==> src/hw/rtl/mco_pkg.sv <==
package mco_pkg;

	localparam int SIDE_W  = 4;
	localparam int COST_W  = 52;
	localparam int DIM_W   = 16;
	localparam int STACK_D = 32;
	localparam int STACK_AW = 5;
	localparam int CNT_W   = 6;

	typedef enum logic [2:0] {
		TK_MATRIX = 3'd0,
		TK_OPEN   = 3'd1,
		TK_TIMES  = 3'd2,
		TK_CLOSE  = 3'd3,
		TK_COST   = 3'd4,
		TK_ERROR  = 3'd5
	} tok_kind_t;

	typedef enum logic [1:0] {
		PH_OPEN  = 2'd0,
		PH_TIMES = 2'd1,
		PH_CLOSE = 2'd2
	} phase_t;

	typedef enum logic [1:0] {
		T_LOAD,
		T_FILL,
		T_WALK
	} top_state_t;

	typedef enum logic [2:0] {
		F_IDLE,
		F_RDI,
		F_RDJ,
		F_MUL1,
		F_KRD,
		F_KMUL,
		F_KADD,
		F_WR
	} fill_state_t;

	typedef enum logic [2:0] {
		W_IDLE,
		W_ERR,
		W_COST,
		W_RD,
		W_EM
	} walk_state_t;

	typedef struct packed {
		logic              go;
		logic              err;
		logic [COST_W-1:0] cost;
		logic [SIDE_W-1:0] last;
	} walk_cmd_t;

endpackage

==> src/hw/rtl/mco_walk.sv <==
module mco_walk (
	input  logic                         clk,
	input  logic                         arst_n,
	input  mco_pkg::walk_cmd_t           cmd,
	output logic                         done,
	output logic [2*mco_pkg::SIDE_W-1:0] sp_raddr,
	input  logic [mco_pkg::SIDE_W-1:0]   sp_rdata,
	output logic                         m_tvalid,
	input  logic                         m_tready,
	output logic [55:0]                  m_tdata,  // token_value
	output logic [2:0]                   m_tuser,  // token_kind
	output logic                         m_tlast
);
	import mco_pkg::*;

	logic [9:0] stack_mem [STACK_D];

	walk_state_t state_q, state_d;

	logic [COST_W-1:0] cost_q;
	logic [SIDE_W-1:0] ti_q, tj_q;
	logic [1:0]        tph_q;
	logic [CNT_W-1:0]  cnt_q;
	logic [9:0]        st_rd_q;

	logic              ovalid_q, olast_q;
	tok_kind_t         okind_q;
	logic [COST_W-1:0] oval_q;

	logic              free_w, load_w, last_w, pop_w, push_w;
	tok_kind_t         kind_w;
	logic [COST_W-1:0] val_w;
	logic [CNT_W-1:0]  rd_a_w, wr_a_w;

	assign free_w   = !ovalid_q || m_tready;
	assign rd_a_w   = cnt_q - 6'd2;
	assign wr_a_w   = cnt_q - 6'd1;
	assign sp_raddr = {ti_q, tj_q};

	always_comb begin
		state_d = state_q;
		case (state_q)
			W_IDLE: begin
				if (cmd.err) state_d = W_ERR;
				else if (cmd.go) state_d = W_COST;
			end
			W_ERR:  if (free_w) state_d = W_IDLE;
			W_COST: if (free_w) state_d = W_RD;
			W_RD:   state_d = W_EM;
			W_EM:   if (free_w) state_d = last_w ? W_IDLE : W_RD;
			default: state_d = W_IDLE;
		endcase
	end

	always_comb begin
		load_w = 1'b0;
		kind_w = TK_ERROR;
		val_w  = '0;
		pop_w  = 1'b0;
		push_w = 1'b0;
		last_w = 1'b0;
		done   = 1'b0;
		case (state_q)
			W_ERR: begin
				load_w = free_w;
				last_w = 1'b1;
				done   = free_w;
			end
			W_COST: begin
				load_w = free_w;
				kind_w = TK_COST;
				val_w  = cost_q;
			end
			W_EM: begin
				load_w = free_w;
				if (ti_q >= tj_q) begin
					kind_w = TK_MATRIX;
					val_w  = {{(COST_W-5){1'b0}}, {1'b0, ti_q} + 5'd1};
					pop_w  = 1'b1;
				end else if (tph_q == PH_OPEN) begin
					kind_w = TK_OPEN;
					push_w = 1'b1;
				end else if (tph_q == PH_TIMES) begin
					kind_w = TK_TIMES;
					push_w = 1'b1;
				end else begin
					kind_w = TK_CLOSE;
					pop_w  = 1'b1;
				end
				last_w = pop_w && (cnt_q == 6'd1);
				done   = free_w && last_w;
			end
			default: ;
		endcase
	end

	always_ff @(posedge clk or negedge arst_n) begin
		if (!arst_n) begin
			state_q  <= W_IDLE;
			ovalid_q <= 1'b0;
		end else begin
			state_q <= state_d;
			if (load_w) ovalid_q <= 1'b1;
			else if (m_tready) ovalid_q <= 1'b0;
		end
	end

	always_ff @(posedge clk) begin
		st_rd_q <= stack_mem[rd_a_w[STACK_AW-1:0]];
		if (load_w) begin
			okind_q <= kind_w;
			oval_q  <= val_w;
			olast_q <= last_w;
		end
		if (state_q == W_IDLE) begin
			cost_q <= cmd.cost;
			ti_q   <= '0;
			tj_q   <= cmd.last;
			tph_q  <= PH_OPEN;
			cnt_q  <= 6'd1;
		end
		if ((state_q == W_EM) && free_w) begin
			if (push_w) begin
				// park the current frame one phase on, descend into a half
				stack_mem[wr_a_w[STACK_AW-1:0]] <=
					{tph_q + 2'd1, tj_q, ti_q};
				cnt_q <= cnt_q + 6'd1;
				tph_q <= PH_OPEN;
				if (tph_q == PH_OPEN) begin
					tj_q <= sp_rdata;
				end else begin
					ti_q <= sp_rdata + 4'd1;
				end
			end else if (pop_w) begin
				cnt_q <= cnt_q - 6'd1;
				ti_q  <= st_rd_q[3:0];
				tj_q  <= st_rd_q[7:4];
				tph_q <= st_rd_q[9:8];
			end
		end
	end

	assign m_tvalid = ovalid_q;
	assign m_tdata  = {4'b0, oval_q};
	assign m_tuser  = okind_q;
	assign m_tlast  = olast_q;

endmodule

==> config.mk <==
export PLATFORM = sky130hd
export DESIGN_NAME = mco_walk
export DESIGN_NICKNAME = d
export VERILOG_FILES = /design/src/hw/rtl/mco_pkg.sv /design/src/hw/rtl/mco_walk.sv
export SDC_FILE = /design/constraint.sdc
export NUM_CORES = 1
export LEC_CHECK = 0
export BUFFER_PORTS_ARGS = -buffer_cell sky130_fd_sc_hd__buf_2
export CAP_MARGIN = 20
export CORE_ASPECT_RATIO = 1.4
export CORE_MARGIN = 1.5
export CORE_UTILIZATION = 55
export CTS_CLUSTER_DIAMETER = 60
export CTS_CLUSTER_SIZE = 30
export DETAILED_ROUTE_END_ITERATION = 16
export GPL_ROUTABILITY_DRIVEN = 0
export PLACE_DENSITY_LB_ADDON = 0.12
export SLEW_MARGIN = 10
export SYNTH_ARGS = -nofsm -noshare
export SYNTH_HDL_FRONTEND = slang
export SYNTH_SLANG_ARGS = --single-unit
==> constraint.sdc <==
create_clock -name clk -period 5.3 [get_ports clk]
set_input_delay 0.795 -clock clk [delete_from_list [all_inputs] [get_ports clk]]
set_output_delay 0.795 -clock clk [all_outputs]
set_load 0.05 [all_outputs]
==> qor.txt <==
STA
--------------------------------------------------------------------------------
Max transition margin                                                     0.3237
Setup TNS                                                                   0 ps
Number of pins exceeding their max-slew limit in the final report              0
Time the final worst path needs with I/O delays and setup                3645 ps
Setup repair after global routing missed its margin                        false
Endpoints failing hold                                                         0
Crit share post-route                                                     0.6878
Post-Route Skew                                                         20.06 ps
Worst Tran Pin Value                                                     1009 ps
Worst hold-check slack                                                  393.6 ps
Number of setup violations in the final report                                 0
Achievable frequency                                                   274.3 MHz

LAYOUT
--------------------------------------------------------------------------------
Layout cell share with drive strength beyond 1                            0.2780
Most frequent cells in the layout                                   428 x edfxtp_1, 130 x buf_2, 80 x mux4_2, 49 x and2_1, 46 x nand2_1
Post-layout nets                                                            1143
Finished Core Util                                                        0.6174
Synth-to-layout area growth                                               10.74%
Antenna cell count                                                             0
Non-filler cells in the finished layout                                     1519
Most common cell after layout, fill and taps aside                      edfxtp_1

CLOCK TREE
--------------------------------------------------------------------------------
Clock-pin transition on the worst setup and hold timing paths             110 ps
Clock Sinks                                                                  458
Clock insertion delay at the later pin of the skew report                 570 ps
TritonCTS Buffers                                                             24
CTS HTree Levels                                                               1
Clock tree from TritonCTS                                                   done
Clock root buffer                                                      clkbuf_16
Buffer depth of the longest clock path                                         3
Post-CTS resize count                                                          0

HOLD PATH
--------------------------------------------------------------------------------
HP Class                                                            input pin to flop
Worst Hold Depth                                                               1
HP Start                                                                 cmd[23]
Hold EP                                                               cost_q[19]

POWER
--------------------------------------------------------------------------------
Power density cells                                                 558.5 mW/mm2
Worst ir drop on vdd                                                   0.4086 mV
Leakage power summed over all cells                                     6.803 nW

GLOBAL ROUTE
--------------------------------------------------------------------------------
Via count of the first global-routing pass                                  8787
GR Util met1                                                              0.2895
Most Crowded Layer GR                                                       met2
First-pass GRT wire length                                              53560 um
Initial antenna violation count                                                0
Maximum number of pins on one net before global-route repair                  66
Met3 usage                                                               0.02887
Global-route total usage across every layer                               0.2131
Grt ovf                                                                        0
GR Util met2                                                              0.3585

YOSYS
--------------------------------------------------------------------------------
Post-synth top flop                                                     edfxtp_1
Post-synth EDFFs                                                             428
Number of warnings printed during yosys synthesis                              0
Mean post-synth cell area                                              19.33 um2
Post-synthesis sequential element count                                      458
Synthesized cell area                                                0.01801 mm2
Post-synthesis instance total                                                932
Count of distinct cell types in the synthesized netlist                       58
Sequential element share of the synthesized area                          0.7480
Async set-or-reset flop fraction in the synthesized netlist             0.008734

SETUP PATH
--------------------------------------------------------------------------------
Crit-path max FO                                                              25
Arrival time at the worst endpoint                                       2850 ps
Gate family responsible for the most delay along the worst path     simple AND/OR/NAND/NOR gates
Largest stage delay, worst path                                           650 ps
Worst flop-to-flop path endpoint                                    stack_mem[25][2]
Data required time at the worst endpoint                                 4510 ps
Number of buffer and inverter stages on the critical path                      1
Max stage delay cell, worst path                                         dfxtp_4
Register-to-Register Setup Slack                                         1970 ps
Category of the critical setup timing path                          flop to output pin
Cell breakdown of the critical path                                 ha_1 > nand2b_1 > nor4_1 > a31oi_1 > nor3_1 > buf_2
Type of destination of the critical path                              output pin
Number of cells on the worst reg-to-reg path                                   7
Worst R2R Start                                                          tj_q[3]
Crit start category                                                         flop

ROUTING
--------------------------------------------------------------------------------
Total vias in the final route                                               8632
Detailed-route vias per instance                                           5.683
Residual antenna-violating net count after detailed routing                    0
Average detailed-routed wire length per instance                        23.07 um
Residual DRC                                                                   0
Total wire length                                                       35040 um
Detailed-routing iteration count for the pre-antenna-repair pass               5
Drt first-iter violations                                                    589

PLACE
--------------------------------------------------------------------------------
Placed wire-length estimate                                             22690 um
Count of buffers from port buffering                                         130
Count of placed standard cells including taps                               1474

OUTCOME
--------------------------------------------------------------------------------
Outcome                                                             complete, no violations

FLOORPLANNING
--------------------------------------------------------------------------------
Number of primary I/O pins                                                   135
Die outline area                                                     0.03386 mm2
Row count                                                                     78
Chip width                                                              155.9 um
Die H                                                                   217.1 um
Total core area                                                      0.03230 mm2
Initial core utilization                                                  0.5576

FLOW RUN
--------------------------------------------------------------------------------
Max Cap Violations                                                             0

## metal layers
metal,share of wire,vias up
met2,0.50,270
met3,0.054,45
met5,0,-
li1,-,3936
met1,0.42,4381
met4,0.030,0
## report_power, final
group | internal [mW] | leakage [nW] | switching [mW] | total, mW
combinational | 1.18 | 2.29 | 2.72 | 3.90
clock | 0.992 | 0.418 | 1.23 | 2.22
sequential | 4.79 | 4.10 | 0.229 | 5.02
## through the flow
| step | area [um2] | power (mW) | setup slack, ps |
|---|---|---|---|
| final | 19950 | 11.14 | 1655 |
| after floorplan | 18020 | 8.005 | 1327 |
| after detailed placement | 19060 | 9.069 | 1910 |
| after CTS | 19950 | 11.25 | 1588 |
| after global routing | 19950 | 11.64 | 1335 |
| after global placement | 19060 | 9.040 | 2018 |
## worst register-to-register path: stages, from the launching register on
cell     delay, ps
dfxtp_1        350
inv_1           50
ha_1           290
a21oi_1        310
nand2_1        150
nor3_4         680
nand4_1        350
nor2_1         770
## worst max-delay path by stage
stage	start	slack, ps	to	cells after the start
after floorplan	tj_q[3]	1330	done	6
after global placement	m_tready	2020	stack_mem[18][0]	6
after detailed placement	m_tready	1910	stack_mem[25][0]	6
after CTS	cnt_q[0]	1590	done	6
after global routing	cnt_q[0]	1340	done	6
final	cnt_q[0]	1650	done	6
## layout make-up
| type | count | area (um2) |
|---|---|---|
| well taps | 440 | 550.5 |
| inverters | 20 | 75.07 |
| flip-flops and latches | 458 | 13480 |
| clock inverters | 17 | 241.5 |
| repair buffers | 148 | 788.3 |
| clock buffers | 27 | 633.1 |
| fillers | 2309 | 12360 |
| multi-input cells | 409 | 4177 |
## cells in the mapped netlist (9+ instances only)
cell,number,area [um2]
xnor2_1,9,78.83
buf_2,15,75.07
inv_1,19,71.32
mux4_2,80,1802
buf_6,10,112.6
o21ai_0,12,60.06
and3_1,16,100.1
nor2_1,34,127.6
dfxtp_1,26,520.5
a221oi_2,10,150.1
ha_1,17,212.7
and2_1,49,306.5
nand2_1,46,172.7
buf_4,10,75.07
a32o_1,11,110.1
edfxtp_1,428,12850
mux2i_1,37,370.4
clkbuf_1,9,33.78
## logic make-up (layout without fill, tap and decap cells)
group | after synthesis | after routing | share of synthesized area
mux | 118 | 118 | 0.1212
other cells | 1 | 4 | 0.0002082
fa+ha+maj | 17 | 17 | 0.01181
flops | 458 | 458 | 0.7480
simple gates | 184 | 184 | 0.05599
xor+xnor | 14 | 14 | 0.007643
buf+inv | 68 | 212 | 0.02223
compound gates | 72 | 72 | 0.03286
## repair_timing
item / in CTS / in global routing
hold endpoints to repair: 4 / 0
hold buffers: 1 / 0
setup buffers: 0 / 0
## flip-flops by register name, indices dropped and copies added, names as in the netlist, 2 cells and up
register   flops
stack_mem    320
cnt_q          6
ti_q           4
tj_q           4
m_tuser        3
state_q        3
tph_q          2
st_rd_q       10
oval_q        52
cost_q        52
Power figures use the tool's default switching activity.
